==> config.mk <==
export PLATFORM = sky130hd
export DESIGN_NAME = gba_div
export DESIGN_NICKNAME = d
export VERILOG_FILES = /design/src/hdl/gba_div.sv
export SDC_FILE = /design/constraint.sdc
export NUM_CORES = 1
export LEC_CHECK = 0
export BUFFER_PORTS_ARGS = -buffer_cell sky130_fd_sc_hd__buf_2
export CAP_MARGIN = 40
export CORE_MARGIN = 2
export CORE_UTILIZATION = 55
export DETAILED_ROUTE_END_ITERATION = 7
export GPL_ROUTABILITY_DRIVEN = 0
export HOLD_SLACK_MARGIN = 0.12
export PLACE_DENSITY_LB_ADDON = 0.2
export SKIP_CTS_REPAIR_TIMING = 1
export SLEW_MARGIN = 5
export SYNTH_ARGS = -nofsm -noshare
export SYNTH_HDL_FRONTEND = slang
export SYNTH_SLANG_ARGS = --single-unit
==> constraint.sdc <==
create_clock -name clk -period 4.4 [get_ports clk]
set_input_delay 0.22 -clock clk [delete_from_list [all_inputs] [get_ports clk]]
set_output_delay 0.22 -clock clk [all_outputs]
set_load 0.02 [all_outputs]
==> src/hdl/gba_div.sv <==
module gba_div
(
    input  logic        clk,
    input  logic        rst_n,
    input  logic        start,
    input  logic [31:0] sum,
    input  logic [31:0] count,
    output logic        busy,
    output logic [31:0] quot
);

    logic [5:0]  cnt_reg;
    logic [31:0] q_reg;
    logic [32:0] r_reg;
    logic [31:0] d_reg;
    logic        neg_reg;
    logic [32:0] trial;

    assign busy  = cnt_reg != 6'd0;
    assign trial = {r_reg[31:0], q_reg[31]} - {1'b0, d_reg};
    assign quot  = neg_reg ? (32'd0 - q_reg) : q_reg;

    always_ff @(posedge clk or negedge rst_n)
    begin
        if (!rst_n)      cnt_reg <= 6'd0;
        else if (start)  cnt_reg <= 6'd32;
        else if (busy)   cnt_reg <= cnt_reg - 6'd1;
    end

    always_ff @(posedge clk)
    begin
        if (start) begin
            neg_reg <= sum[31];
            q_reg   <= sum[31] ? (32'd0 - sum) : sum;
            r_reg   <= 33'd0;
            d_reg   <= count;
        end else if (busy) begin
            if (!trial[32]) begin
                r_reg <= trial;
                q_reg <= {q_reg[30:0], 1'b1};
            end else begin
                r_reg <= {r_reg[31:0], q_reg[31]};
                q_reg <= {q_reg[30:0], 1'b0};
            end
        end
    end

endmodule

==> impl_results.md <==
* Post-Syn Instances at 792
* Final WL at 17.1 mm
* Crit path time final at 3.83 ns
* CP max stage cell: or4_4
* Largest cells by area after synthesis: edfxtp_1 27%, dfxtp_1 8.9%, ha_1 6.1%
* Root Buffer: clkbuf_16
* Wire per inst at 15.8 um
* Post-synthesis sequential area ratio at 38.0%
* Remaining Overflow, GRT at 0
* Setup TNS at 0 ns
* Vias at 6341
* Vias per Instance at 5.84
* Fin area at 0.00848 mm^2
* Largest net degree at the start of global routing at 49
* Rel. slew slack at 47.8%
* Clk slew on worst S/H paths at 0.07 ns
* Port Buf Inserts at 99
* Synth Net Count at 895
* HPWL Detailed at 12.4 mm
* DRT Pass-1 Iters at 5
* Synthesized area at 0.00722 mm^2
* Max-slew violation count at 0
* Flop2flop setup slack at 0.63 ns
* Setup CP Type: reg2out
* Crit path buf inv count at 1
* RSZ-0062 raised after global routing: false
* Max H-tree Level at 3
* Endpoints failing setup at 0
* WHS at 0.207 ns
* Yosys reg bits at 103
* F_max at 261 MHz
* Starting DRT DRC Count at 406
* EDFF count, synth at 65
* CTS Buffer Depth at 2
* Clock sinks at 103
* Max_cap viols at 0
* DP Area at 0.00788 mm^2
* Peak VDD IR at 272 uV
* Crit-path leading delay family: simple AND/OR/NAND/NOR gates
* Area growth syn-to-layout at 17.4%
* Number of global-route vias before repair at 5998
* Nets at 1012
* CP max stage delay at 0.59 ns
* Clock skew at 0.00818 ns
* Clock Latency Late Sink at 0.35 ns
* Post-route ant nets at 0
* Mapped Avg Cell Area at 9.12 um^2
* Pwr/cell area at 566 mW/mm^2
* Die Span Y at 119 um
* Final period util at 87.0%
* CP Max Fanout at 4
* Antenna cell count at 0
* Crit. End Element: output pin
* Row Count at 41
* Critical path data arrival time at 3.61 ns
* Synth top area share at 27.0%
* Initial Util at 56.8%
* Status: finished, final reports clean
* Initial antenna violation count at 0
* Number of buffers created by CTS at 9
* Core footprint at 0.0127 mm^2
* Ys Warns at 0
* Pleak at 3.50 nW
* Area leader, netlist: edfxtp_1
* Synth cell types at 66
* Io pins at 100
* Post-synthesis async set-or-reset flop share at 5.83%
* Die Wd at 119 um
* Share of layout cells above drive strength 1 at 16.6%
* DIE AREA at 0.0141 mm^2
* Core Util, Final at 66.6%
* Global-route usage over all layers at 23.9%
* Worst hold path type: in2reg
* DRC violations left at 0
* Crit path cell chain: or4_4 -> nor4_4 -> and2b_1 -> nand3_1 -> or4_1 -> nand2b_1 -> or3_1 -> o21ai_0 -> xnor2_1 -> buf_2
* CTS tree: built
* Worst slew pin tran at 0.773 ns
* Final Hold Viols at 0
* Post-synth top flop: edfxtp_1
* First-pass GRT wire length at 27.9 mm
* CP required at 4.18 ns
* Critical Path Start Type: register
tightest hold or removal path: cells and delay by family:
kind                   cells  cell delay [ns]
buffers and inverters      1             0.11
AOI/OAI and AO/OA          1             0.06
and+or+nand+nor            1             0.05
synthesized netlist by cell type, drive strengths merged (13+ instances only):
cell type  instances
nor2              81
edfxtp            65
a21oi             64
nand2             64
xnor2             50
o21ai             48
inv               47
xor2              37
ha                35
dfxtp             32
clkbuf            29
a211oi            26
mux2i             22
nand3             15
a21o              14
o31ai             13
placed cells by master (no fill, tap or decap), types with 5 or more instances in the layout:
master	netlist	layout
buf_2	2	98
nor2_1	81	81
edfxtp_1	65	65
a21oi_1	64	64
nand2_1	64	64
xnor2_1	50	50
inv_1	46	46
o21ai_0	46	46
xor2_1	36	36
ha_1	35	35
dlygate4sd3_1	0	33
dfxtp_1	32	32
a211oi_1	25	25
mux2i_1	22	22
a21o_1	14	14
nand3_1	14	14
o31ai_1	11	11
mux2_2	10	10
nor3_1	10	10
or4_1	9	9
o41ai_1	9	9
clkbuf_16	0	9
nor4_1	9	8
and2_1	8	8
buf_4	1	8
nand2b_1	7	7
nand4_1	7	7
or3_1	7	7
a31oi_1	7	7
dfrtp_1	6	6
o21a_1	5	5
a41oi_1	5	5
per-stage QoR:
stage	worst slack, ns	std cells	total power, mW
5_1_grt	0.397	1086	5.14
3_3_place_gp	0.789	1035	3.90
4_1_cts	0.598	1053	4.77
3_5_place_dp	0.678	1037	4.01
6_report	0.574	1086	4.80
2_1_floorplan	1.11	792	3.42
path summary, 6_finish.rpt:
| kind | depth (start not counted) | to | start |
|---|---|---|---|
| setup / recovery | 10 | quot[30] | q_reg[5] |
| hold / removal | 3 | q_reg[0] | sum[0] |
| setup reg to reg | 13 | r_reg[2] | q_reg[31] |
| hold reg to reg | 2 | r_reg[25] | r_reg[24] |
| max in group asynchronous | 2 | cnt_reg[4] | rst_n |
| min in group asynchronous | 2 | cnt_reg[1] | rst_n |
power by group:
part	internal, mW	switching [mW]	total, mW	leakage [nW]
registers	1.30	0.251	1.56	0.988
logic	1.05	1.44	2.49	2.39
clock network	0.396	0.355	0.751	0.130
per-layer routing:
metal / wire length, um / share of wire, % / track usage, % / vias to the layer above
li1: - / - / - / 3119
met3: 990 / 5.8 / 3.72 / 24
met5: 0 / 0 / 0 / -
met1: 7530 / 44 / 30.7 / 2982
met2: 8270 / 48 / 40.2 / 216
met4: 335 / 2.0 / 9.45 / 0
cell families (layout without fill, tap and decap cells):
family,after synthesis,count (layout),synth area share (%)
AO/OA/AOI/OAI,214,214,19.8
XOR/XNOR,87,87,10.8
adder cells (fa/ha/maj),36,36,6.34
buffers and inverters,82,204,4.61
flip-flops,103,103,38.0
multiplexers,32,32,4.61
AND/OR/NAND/NOR,238,238,15.9
cell type report:
cell class,instances,area (um^2)
Multi-Input combinational cell,607,4150
Inverter,47,176
Sequential cell,103,2740
Clock buffer,12,246
Clock inverter,4,21.3
Tap cell,172,215
Timing Repair Buffer,141,923
Fill cell,1056,4250
Power figures use the tool's default switching activity.
