[src/hdl/gba_pkg.sv]
package gba_pkg;

    typedef enum logic [1:0] {
        MODE_MIN = 2'd0,
        MODE_MAX = 2'd1,
        MODE_SUM = 2'd2,
        MODE_AVG = 2'd3
    } agg_mode_t;

    localparam logic CMD_ACCUM  = 1'b0;
    localparam logic CMD_FINISH = 1'b1;

    // One table entry as it sits in a cell.
    typedef struct packed {
        logic        valid;
        logic [31:0] key;
        logic [31:0] agg;
        logic [31:0] count;
    } slot_t;

    // Control broadcast from the top level to every cell.
    typedef struct packed {
        logic        acc;
        logic        ins;
        logic        shift_out;
        logic [31:0] key;
        logic [31:0] value;
        agg_mode_t   mode;
    } cell_ctrl_t;

endpackage

[src/hdl/gba_cell.sv]
module gba_cell
    import gba_pkg::*;
(
    input  logic       clk,
    input  logic       rst_n,
    input  cell_ctrl_t ctrl,
    input  slot_t      left,
    input  logic       left_gt,
    input  slot_t      right,
    output slot_t      slot,
    output logic       gt,
    output logic       hit
);

    logic        valid_reg;
    logic [31:0] key_reg;
    logic [31:0] agg_reg;
    logic [31:0] count_reg;
    slot_t       cur;
    slot_t       slot_next;
    logic        mine_gt;
    logic        cnt_full;

    assign cur      = {valid_reg, key_reg, agg_reg, count_reg};
    assign mine_gt  = cur.valid && ($signed(cur.key) > $signed(ctrl.key));
    // Only an accepted accumulate transaction may match and fold.
    assign hit      = ctrl.acc && cur.valid && (cur.key == ctrl.key);
    assign gt       = mine_gt || !cur.valid;
    assign cnt_full = &cur.count;

    always_comb
    begin
        slot_next = cur;
        if (ctrl.shift_out)
        begin
            slot_next = right;
        end
        else if (hit)
        begin
            if (!cnt_full) slot_next.count = cur.count + 32'd1;
            case (ctrl.mode)
                MODE_MIN: if ($signed(ctrl.value) < $signed(cur.agg))
                              slot_next.agg = ctrl.value;
                MODE_MAX: if ($signed(ctrl.value) > $signed(cur.agg))
                              slot_next.agg = ctrl.value;
                default:  slot_next.agg = cur.agg + ctrl.value;
            endcase
        end
        else if (ctrl.ins && gt)
        begin
            // The new key lands here when the left neighbor is below it;
            // otherwise the chain shifts right by one from the landing cell.
            if (!left_gt)
            begin
                slot_next.valid = 1'b1;
                slot_next.key   = ctrl.key;
                slot_next.agg   = ctrl.value;
                slot_next.count = 32'd1;
            end
            else
            begin
                slot_next = left;
            end
        end
    end

    always_ff @(posedge clk or negedge rst_n)
    begin
        if (!rst_n) valid_reg <= 1'b0;
        else        valid_reg <= slot_next.valid;
    end

    always_ff @(posedge clk)
    begin
        key_reg   <= slot_next.key;
        agg_reg   <= slot_next.agg;
        count_reg <= slot_next.count;
    end

    assign slot = cur;

endmodule

[config.mk]
export PLATFORM = sky130hd
export DESIGN_NAME = gba_cell
export DESIGN_NICKNAME = d
export VERILOG_FILES = /design/src/hdl/gba_pkg.sv /design/src/hdl/gba_cell.sv
export SDC_FILE = /design/constraint.sdc
export NUM_CORES = 1
export LEC_CHECK = 0
export CAP_MARGIN = 20
export CORE_MARGIN = 1.5
export CORE_UTILIZATION = 45
export DETAILED_ROUTE_END_ITERATION = 16
export DONT_BUFFER_PORTS = 1
export GPL_TIMING_DRIVEN = 0
export SLEW_MARGIN = 40
export SYNTH_ARGS = -nofsm -noshare
export SYNTH_HDL_FRONTEND = slang
export SYNTH_SLANG_ARGS = --single-unit
[constraint.sdc]
create_clock -name clk -period 6.12 [get_ports clk]
set_input_delay 0.612 -clock clk [delete_from_list [all_inputs] [get_ports clk]]
set_output_delay 0.612 -clock clk [all_outputs]
set_load 0.02 [all_outputs]
==> results.py, run 1 <==
metrics = {
    "clocking": {
        "clock-sinks": 97,
        "cts_tree": "done",
        "clk_latency_ns": 0.37,
        "post_cts_buffers": 0,
        "cts-resized-gates": 0,
        "htreeDepth": 3,
        "clockRootBuffer": "clkbuf_16",
        "clk_pin_slew_ns": 0.08,
        "cts.path.max_buffers": 2,
        "cts_buffers": 9,
    },
    "sta": {
        "fin_crit_sh": 0.7024,
        "slew_viol_final": 0,
        "worst_pin_slew_ns": 0.8147,
        "grt_setup_unrepaired": "no",
        "finalCriticalPeriod_ns": 4.299,
        "fmax_ghz": 0.2326,
        "maxSlewHeadroom": 0.4569,
        "finalSetupViolations": 0,
        "hold_viol": 0,
        "finClkSkew_ns": 0.01713,
    },
    "min_path": {
        "hold_path_depth": 2,
        "worstHoldStart": "right[96]",
        "holdPathEnd": "valid_reg$_DFFE_PN0P_",
        "hold_class": "input pin to register",
    },
    "worst_setup_path": {
        "cp_cell_sequence": "ha_1 > nand4_1 > nor4b_1 > nand4_1 > and2_1 > clkbuf_1 > a21oi_1 > buf_2 > a22oi_1 > nor2_1 > a21oi_1 > o21ai_0",
        "crit_slowest_cell": "a21oi_1",
        "end_kind": "register",
        "required_ns": 6.32,
        "arrival_ns": 4.50,
        "rrSetupSlack_ns": 1.82,
        "cp_max_fo": 10,
        "crit_type": "register to register",
        "critPathLaunchType": "register",
        "slowest_delay_ns": 0.64,
        "r2r-start": "key_reg[14]$_DFFE_PP_",
        "timing.rr.end": "agg_reg[26]$_DFFE_PP_",
        "worstRegToRegCells": 12,
    },
    "global_route": {
        "antenna_found_initial": 2,
        "grt_pass1_vias": 8160,
        "grt.total_usage": 0.3032,
        "grt_max_degree": 33,
        "grt_overflow": 0,
        "grt_first_pass_wirelength_um": 49510,
    },
    "power": {
        "p_clk_frac": 0.274,
        "power.internal_w": 0.001443,
        "p_sw_frac": 0.3924,
        "cellPowerDensity_mw_per_mm2": 235.3,
        "p_switching_w": 0.0009324,
        "finalPower_w": 0.002376,
        "p_leak_nw": 4.156,
        "combPwrFrac": 0.294,
        "vdd_ir_drop_max_mv": 0.1258,
        "power_frac_seq": 0.431,
    },
    "detailed_routing": {
        "ant_nets": 0,
        "vias": 8519,
        "drc": 0,
        "detail_route.wl_per_cell_um": 23.68,
        "wirelength_um": 33430,
        "drt_pass1_iterations": 5,
        "drt_iter0_drc": 551,
        "viasPerCell": 6.033,
    },
    "floorplanning": {
        "fp.dieArea_mm2": 0.02166,
        "num_rows": 52,
        "initial_core_util": 0.4609,
        "num_io_pins": 365,
        "coreArea_mm2": 0.02030,
        "die_w_um": 147.2,
        "dieHeight_um": 147.2,
    },
    "layout": {
        "final_area_mm2": 0.01010,
        "multi_input_area_mm2": 0.005891,
        "finalNonFillerCells": 1412,
        "fill_cells": 2013,
        "fin_nets": 1498,
        "seqCellArea_mm2": 0.002908,
        "drive_gt1_frac": 0.04825,
        "area_growth_syn_to_layout_pct": 7.944,
    },
    "yosys": {
        "synth.distinct_cells": 67,
        "synth_area_per_cell_um2": 8.353,
        "synth_edf_count": 96,
        "async_flop_share": 0.01031,
        "synth_area_mm2": 0.009355,
        "syn_inst": 1120,
        "ys_ff_latch": 97,
        "ys_seq_area_frac": 0.3108,
        "syn_nets": 1483,
        "yosys_warnings": 0,
        "synth_flop_cell": "edfxtp_1",
    },
    "placed_design": {
        "placed_cells": 1393,
        "place_congestion": 0.9088,
        "dpl.hpwl_um": 26610,
        "portBuffers": 0,
        "post_dp_cell_area_mm2": 0.009762,
    },
    "flow_run": {
        "maxCapViolCount": 0,
    },
    "status": {
        "status": "complete, no violations",
    },
}
## kinds of logic after synthesis
logic type               synth area share
AND/OR/NAND/NOR                    0.1673
multiplexers                      0.06580
buffers and inverters             0.06299
flip-flops                         0.3108
XOR/XNOR                          0.05430
AO/OA/AOI/OAI                      0.2082
adder cells (fa/ha/maj)            0.1305
## worst max-delay path by stage
stage | from | endpoint | slack [ns] | depth (start not counted)
finish | key_reg[14]$_DFFE_PP_ | agg_reg[26]$_DFFE_PP_ | 1.82 | 12
detailed placement | ctrl[48] | agg_reg[31]$_DFFE_PP_ | 1.78 | 13
global route | key_reg[14]$_DFFE_PP_ | agg_reg[31]$_DFFE_PP_ | 1.52 | 12
CTS | key_reg[14]$_DFFE_PP_ | agg_reg[26]$_DFFE_PP_ | 1.81 | 12
global placement | ctrl[63] | agg_reg[7]$_DFFE_PP_ | -0.07 | 8
floorplan | ctrl[31] | agg_reg[0]$_DFFE_PP_ | 1.41 | 9
## layout by cell type (no fill, tap or decap), types with 30 or more instances in the layout
| master | synthesis | final |
|---|---|---|
| xor2_1 | 30 | 30 |
| edfxtp_1 | 96 | 96 |
| mux2i_1 | 57 | 57 |
| o21ai_0 | 107 | 107 |
| nand2_1 | 119 | 119 |
| clkbuf_1 | 47 | 46 |
| nor3_1 | 30 | 30 |
| inv_1 | 95 | 95 |
| a21oi_1 | 89 | 89 |
| nor2_1 | 82 | 81 |
| ha_1 | 96 | 96 |
## metal layers
| layer | up-vias | wire, um | global-route usage |
|---|---|---|---|
| li1 | 4088 | - | - |
| met1 | 4000 | 14130 | 0.3916 |
| met2 | 393 | 15480 | 0.4920 |
| met3 | 38 | 3117 | 0.09006 |
| met4 | 0 | 714 | 0.08400 |
| met5 | - | 0 | 0 |
## worst max-delay path, delay by kind of cell, from the launching register on
family,cells,cell delay [ns]
simple gates,5,1.59
compound gates,4,0.92
flops,1,0.53
buf+inv,2,0.72
fa+ha+maj,1,0.37
## power groups by stage
stage,logic [W],registers (W),clock network [W]
floorplan,0.000526,0.00100,0
global placement,0.000674,0.00104,0
detailed placement,0.000688,0.00104,0
CTS,0.000694,0.00103,0.000659
global route,0.000785,0.00103,0.000681
finish,0.000699,0.00102,0.000652
## cells in the mapped netlist (3+ instances only)
| cell type | n | share of area |
|---|---|---|
| a2111oi_0 | 3 | 0.0028 |
| a211oi_1 | 15 | 0.012 |
| a21o_1 | 7 | 0.0056 |
| a21oi_1 | 89 | 0.048 |
| a221oi_1 | 7 | 0.0066 |
| a22oi_1 | 12 | 0.0096 |
| a31oi_1 | 20 | 0.013 |
| and3_1 | 13 | 0.0087 |
| and4_1 | 3 | 0.0028 |
| buf_1 | 3 | 0.0012 |
| buf_2 | 5 | 0.0027 |
| clkbuf_1 | 47 | 0.019 |
| edfxtp_1 | 96 | 0.31 |
| ha_1 | 96 | 0.13 |
| inv_1 | 95 | 0.038 |
| mux2_2 | 4 | 0.0048 |
| mux2i_1 | 57 | 0.061 |
| nand2_1 | 119 | 0.048 |
| nand2b_1 | 5 | 0.0033 |
| nand3_1 | 29 | 0.016 |
| nand4_1 | 14 | 0.0094 |
| nor2_1 | 82 | 0.033 |
| nor2b_1 | 10 | 0.0067 |
| nor3_1 | 30 | 0.016 |
| nor4_1 | 3 | 0.0020 |
| o211ai_1 | 9 | 0.0072 |
| o21a_1 | 3 | 0.0024 |
| o21ai_0 | 107 | 0.057 |
| o21bai_1 | 8 | 0.0064 |
| o31ai_1 | 13 | 0.010 |
| o31ai_2 | 4 | 0.0053 |
| or2_2 | 7 | 0.0047 |
| or3_1 | 6 | 0.0040 |
| xnor2_1 | 28 | 0.026 |
| xor2_1 | 30 | 0.028 |
## timing repair
action,4_1_cts,5_1_grt
hold endpoints to repair,1,0
setup endpoints to repair,0,0
hold buffers,1,0
## metrics by stage
| stage | hold WS [ns] | worst slack, ns | setup TNS, ns | utilization |
|---|---|---|---|---|
| after floorplan | 0.3164 | 1.411 | 0 | - |
| after global placement | 0.3168 | -0.06569 | -2.031 | 0.4775 |
| after detailed placement | 0.3167 | 1.783 | 0 | 0.4809 |
| after CTS | 0.3654 | 1.812 | 0 | 0.4971 |
| after global routing | 0.3908 | 1.525 | 0 | 0.4974 |
| final | 0.3753 | 1.821 | 0 | 0.4975 |
## final cells by class
class,count,share of cell area
antenna,2,0.0004956
buffer,58,0.02317
clock buffer,9,0.02230
clock inverter,7,0.009293
inverter,95,0.03531
multi-input combinational,870,0.5833
sequential,97,0.2879
tap,270,0.03345
timing repair buffer,4,0.004708
Note: power is estimated with default switching activity, not from simulation.
==> run 2: changes to the inputs <==
Settings changed: ABC_AREA from default to 1.
Clock period 6.12 ns to 3.65 ns, I/O delays scaled along.
==> run 2 against run 1 <==
Against the previous run: fmax up 26%; total power up 69%; combinational power up 80%; routed wire length up 10%; area after synthesis up 7.9%; largest power group unchanged; highest routed layer is now met5.
==> results.py, run 2 <==
metrics = {
    "yosys": {
        "synth_area_mm2": 0.01009,
        "synth_common_cells": "nand2_1, inv_1, a21oi_1",
        "synth_edf_count": 96,
        "ys_ff_latch": 97,
        "synthMuxAreaShare": 0.001984,
        "synth-compound-area-share": 0.1935,
        "syn_nets": 1825,
        "yosys_warnings": 0,
        "synth.area.top_cells": "edfxtp_1, nand2_1, ha_1, a21oi_1, inv_1",
        "synth_area_per_cell_um2": 6.901,
        "yosysMostFrequentCell": "nand2_1",
        "synth_flop_cell": "edfxtp_1",
        "synth_top_family_by_area": "simple AND/OR/NAND/NOR gates",
        "synthAdderAreaFrac": 0.1210,
        "ys_seq_area_frac": 0.2882,
        "yosysTopAreaCell": "edfxtp_1",
        "yosysTopAreaCellShare": 0.2857,
        "synth.distinct_cells": 49,
        "async_flop_share": 0.01031,
        "yosys.area_share.xor_xnor": 0.03038,
        "synthSimpleGateAreaFrac": 0.2695,
        "syn_inst": 1462,
    },
    "power": {
        "cellPowerDensity_mw_per_mm2": 369.5,
        "vdd_ir_drop_max_mv": 0.2104,
        "p_leak_nw": 4.931,
    },
    "layout": {
        "area_growth_syn_to_layout_pct": 7.676,
        "final_common_cell": "nand2_1",
        "drive_gt1_frac": 0.05462,
        "final_area_mm2": 0.01086,
        "fin_nets": 1841,
        "final_cell_mix": "nand2_1, inv_1, a21oi_1, nor2_1",
        "fill_cells": 2353,
        "fin_util": 0.4963,
        "finalNonFillerCells": 1767,
    },
    "clocking": {
        "clk_pin_slew_ns": 0.08,
        "hold_buffers": 1,
        "cts.path.max_buffers": 2,
        "clk_latency_ns": 0.36,
        "post_cts_buffers": 0,
        "clock-sinks": 97,
        "htreeDepth": 3,
        "clockRootBuffer": "clkbuf_16",
        "cts_buffers": 9,
        "cts-resized-gates": 0,
        "cts_tree": "done",
    },
    "sta": {
        "fin_crit_sh": 0.9352,
        "hold_viol": 0,
        "setup_ws_ns": 0.2364,
        "worst_pin_slew_ns": 0.8975,
        "grt_setup_unrepaired": "no",
        "finalCriticalPeriod_ns": 3.414,
        "slew_viol_final": 0,
        "finalSetupViolations": 0,
        "finClkSkew_ns": 0.01032,
        "maxSlewHeadroom": 0.4016,
        "setup_tns_ns": 0,
        "fmax_ghz": 0.2929,
    },
    "worst_setup_path": {
        "r2r-start": "key_reg[23]$_DFFE_PP_",
        "rrSetupSlack_ns": 0.24,
        "worstRegToRegCells": 10,
        "required_ns": 3.72,
        "critPathLaunchType": "register",
        "arrival_ns": 3.48,
        "cp_max_fo": 19,
        "crit_type": "register to register",
        "timing.rr.end": "count_reg[19]$_DFFE_PP_",
        "end_kind": "register",
    },
    "placed_design": {
        "place_congestion": 0.9406,
        "post_dp_cell_area_mm2": 0.01053,
        "pre_cts_ws_ns": 0.2232,
        "portBuffers": 0,
        "dpl.hpwl_um": 30510,
        "placed_cells": 1746,
    },
    "detailed_routing": {
        "drt_pass1_iterations": 6,
        "drc": 0,
        "viasPerCell": 5.718,
        "drt_iter0_drc": 836,
        "ant_nets": 0,
        "wirelength_um": 36850,
        "detail_route.wl_per_cell_um": 20.86,
        "vias": 10100,
    },
    "global_route": {
        "grt.total_usage": 0.3119,
        "antenna_found_initial": 4,
        "grt_first_pass_wirelength_um": 56260,
        "grt_pass1_vias": 9811,
        "grt_max_degree": 20,
        "grt_overflow": 0,
    },
    "floorplanning": {
        "num_io_pins": 365,
        "dieHeight_um": 152.7,
        "initial_core_util": 0.4609,
        "fp.dieArea_mm2": 0.02333,
        "coreArea_mm2": 0.02189,
        "die_w_um": 152.7,
        "num_rows": 54,
    },
    "min_path": {
        "holdPathEnd": "count_reg[27]$_DFFE_PP_",
        "hold_class": "input pin to register",
        "worstHoldStart": "right[27]",
        "hold_path_depth": 2,
    },
    "status": {
        "status": "complete, no violations",
    },
    "flow_run": {
        "maxCapViolCount": 0,
    },
}
-- run 2: cell count changes in the layout (fill, tap and decap cells not counted), sizes merged, moves of 27 or more --
cell,before,now
mux2i,57,2
o21ai,109,82
inv,99,193
a21oi,90,184
nor2,82,165
nand3,29,58
nand2,119,368
-- run 2: worst max-delay path by stage --
stage,endpoint,depth (start not counted),slack [ns],startpoint
detailed placement,count_reg[12]$_DFFE_PP_,10,0.22,key_reg[23]$_DFFE_PP_
global placement,agg_reg[11]$_DFFE_PP_,12,-0.73,key_reg[15]$_DFFE_PP_
finish,count_reg[19]$_DFFE_PP_,10,0.24,key_reg[23]$_DFFE_PP_
CTS,count_reg[19]$_DFFE_PP_,10,0.22,key_reg[23]$_DFFE_PP_
global route,count_reg[19]$_DFFE_PP_,12,0.04,key_reg[31]$_DFFE_PP_
floorplan,count_reg[0]$_DFFE_PP_,11,0.38,key_reg[31]$_DFFE_PP_
-- run 2: area by class of cell --
class	count	area [um^2]	share of cell area
inverters	194	729.5	0.06714
clock buffers	9	225.2	0.02073
plain buffers	49	236.5	0.02177
repair buffers	5	82.58	0.007601
clock inverters	7	86.33	0.007947
flip-flops and latches	97	2908	0.2676
well taps	280	350.3	0.03225
multi-input cells	1122	6236	0.5740
diodes	4	10.01	0.0009213
-- run 2: power by group --
| group | internal [W] | leakage (nW) | switching, W |
|---|---|---|---|
| clock | 0.000547 | 0.149 | 0.000514 |
| combinational | 0.000421 | 3.79 | 0.000840 |
| sequential | 0.00139 | 0.988 | 0.000299 |
-- run 2: kinds of logic after synthesis --
group,after synthesis
AOI/OAI and AO/OA,338
and+or+nand+nor,650
xor gates and xnor gates,35
buffers and inverters,243
adders and majority gates,97
muxes,2
DFF,97
-- run 2: stage by stage --
step                      total power [W]  hold slack (ns)
after CTS                        0.004019           0.1835
final                            0.004014           0.1893
after global placement           0.002935          0.06955
after global routing             0.004250           0.2045
after detailed placement         0.002958          0.06955
after floorplan                  0.002569          0.06941
-- run 2: layer usage --
layer  wire [um]  GRT usage
met5          17          0
met4         904    0.09799
met3        3279    0.07366
met2       16530     0.4953
met1       16120     0.4192
-- run 2: critical path: stages (launching register included) --
cell,delay [ns]
edfxtp_1,0.53
ha_1,0.40
nand4_2,0.21
nor4_4,0.29
nand2_1,0.12
nand3_1,0.08
nand3_1,0.11
nand2_1,0.25
nand2_1,0.31
a21oi_4,0.56
buf_8,0.26
==> run 3: changes to the inputs <==
Settings changed: CORE_ASPECT_RATIO from default to 1.1.
==> run 3 against run 2 <==
Against the previous run: core utilization decreased by 0.23 points; sequential share of layout area is 0.055 points lower; clock skew grew 0.00080 ns; via count decreased by 0.60%; fmax is 0.22% higher; non-clock buffer count grew 1; setup slack better by 0.0074 ns; register-to-register slack about the same; critical path depth up 2; die area barely moved; largest cell class unchanged; largest power group unchanged.
==> results.py, run 3 (same netlist as run 2, synthesis figures left out) <==
metrics = {
    "status": {
        "status": "complete, no violations",
    },
    "detailed_routing": {
        "drt_iter0_drc": 644,
        "vias": 10040,
        "drc": 0,
        "drt_pass1_iterations": 5,
        "viasPerCell": 5.648,
        "detail_route.wl_per_cell_um": 20.81,
        "ant_nets": 0,
        "wirelength_um": 37010,
    },
    "clocking": {
        "post_cts_buffers": 0,
        "htreeDepth": 3,
        "clockRootBuffer": "clkbuf_16",
        "cts.path.max_buffers": 2,
        "clk_latency_ns": 0.37,
        "cts_buffers": 9,
        "clk_pin_slew_ns": 0.08,
        "clock-sinks": 97,
        "cts_tree": "done",
    },
    "sta": {
        "maxSlewHeadroom": 0.4088,
        "grt_setup_unrepaired": "no",
        "hold_viol": 0,
        "finClkSkew_ns": 0.01112,
        "finalCriticalPeriod_ns": 3.406,
        "finalSetupViolations": 0,
        "slew_viol_final": 0,
        "worst_pin_slew_ns": 0.8868,
        "fin_crit_sh": 0.9332,
        "fmax_ghz": 0.2936,
        "setup_ws_ns": 0.2438,
    },
    "layout": {
        "diodes": 0,
        "finalNonFillerCells": 1778,
        "final_common_cell": "nand2_1",
        "drive_gt1_frac": 0.05462,
        "final_cell_mix": "nand2_1, inv_1, a21oi_1, nor2_1",
        "final_area_mm2": 0.01089,
        "fin_nets": 1842,
        "area_growth_syn_to_layout_pct": 7.899,
    },
    "floorplanning": {
        "die_w_um": 145.8,
        "num_rows": 57,
        "initial_core_util": 0.4578,
        "fp.dieArea_mm2": 0.02333,
        "dieHeight_um": 160.0,
        "coreArea_mm2": 0.02204,
        "num_io_pins": 365,
    },
    "placed_design": {
        "dpl.hpwl_um": 30380,
        "placed_cells": 1762,
        "portBuffers": 0,
        "post_dp_cell_area_mm2": 0.01058,
        "pre_cts_ws_ns": 0.2520,
        "place_congestion": 0.9498,
    },
    "global_route": {
        "grt_overflow": 0,
        "grt_max_degree": 19,
        "antenna_found_initial": 3,
        "grt.total_usage": 0.3128,
        "grt_pass1_vias": 9564,
        "grt_first_pass_wirelength_um": 55900,
    },
    "worst_setup_path": {
        "arrival_ns": 3.48,
        "crit_type": "register to register",
        "worstRegToRegCells": 12,
        "r2r-start": "key_reg[31]$_DFFE_PP_",
        "end_kind": "register",
        "rrSetupSlack_ns": 0.24,
        "critPathLaunchType": "register",
        "cp_max_fo": 12,
        "required_ns": 3.72,
        "timing.rr.end": "agg_reg[15]$_DFFE_PP_",
    },
    "min_path": {
        "hold_path_depth": 2,
        "worstHoldStart": "right[27]",
        "hold_class": "input pin to register",
        "holdPathEnd": "count_reg[27]$_DFFE_PP_",
    },
    "power": {
        "finalPower_w": 0.003992,
        "cellPowerDensity_mw_per_mm2": 366.7,
        "vdd_ir_drop_max_mv": 0.2053,
        "p_leak_nw": 4.933,
    },
    "flow_run": {
        "maxCapViolCount": 0,
    },
}
==> run 3: metal layers <==
metal  GRT usage  routed length [um]  vias to the layer above
met5           0                  39                        -
li1            -                   -                     4928
met4     0.09787                 925                        6
met2      0.5043               17080                      430
met1      0.4090               15720                     4622
met3     0.08229                3242                       56
==> run 3: layout make-up <==
class	count	area, um^2
inverters	194	729.5
flip-flops and latches	97	2908
clock buffers	9	225.2
clock inverters	6	73.82
multi-input cells	1122	6236
repair buffers	6	110.1
well taps	295	369.1
plain buffers	49	235.2
fillers	2370	11150
==> run 3: through the flow <==
| stage | setup TNS [ns] | util | hold WS (ns) |
|---|---|---|---|
| finish | 0 | 0.4940 | 0.1892 |
| global route | 0 | 0.4940 | 0.1874 |
| CTS | 0 | 0.4940 | 0.1782 |
| detailed placement | 0 | 0.4800 | 0.06956 |
| global placement | -48.71 | 0.4746 | 0.06957 |
| floorplan | 0 | - | 0.06941 |
==> run 3: how the worst max path moves through the flow <==
stage	to	slack, ns	depth (start not counted)	from
2_1_floorplan	count_reg[0]$_DFFE_PP_	0.38	11	key_reg[31]$_DFFE_PP_
3_3_place_gp	agg_reg[18]$_DFFE_PP_	-0.74	12	key_reg[15]$_DFFE_PP_
3_5_place_dp	agg_reg[18]$_DFFE_PP_	0.25	12	key_reg[31]$_DFFE_PP_
4_1_cts	agg_reg[15]$_DFFE_PP_	0.23	12	key_reg[31]$_DFFE_PP_
5_1_grt	key_reg[22]$_DFFE_PP_	0.06	11	key_reg[15]$_DFFE_PP_
6_report	agg_reg[15]$_DFFE_PP_	0.24	12	key_reg[31]$_DFFE_PP_
==> run 3: what timing repair did <==
action,CTS,global route
gates resized for setup,0,0
endpoints found under the hold margin,1,0
setup endpoints to repair,0,0
hold buffers,1,0
==> run 3: worst max-delay path, cell delays in order (launching register included) <==
cell	delay, ns
edfxtp_1	0.52
ha_1	0.42
nand2_2	0.10
nor2_4	0.12
nand2_2	0.10
nor4_4	0.18
nand2_1	0.11
nand3_1	0.08
nand3_1	0.11
nand2_1	0.25
nand2_1	0.32
a21oi_4	0.55
buf_8	0.24
==> run 3: where the power goes <==
group,internal (W),switching (W)
Clock,0.000539,0.000491
Combinational,0.000427,0.000840
Sequential,0.00139,0.000302
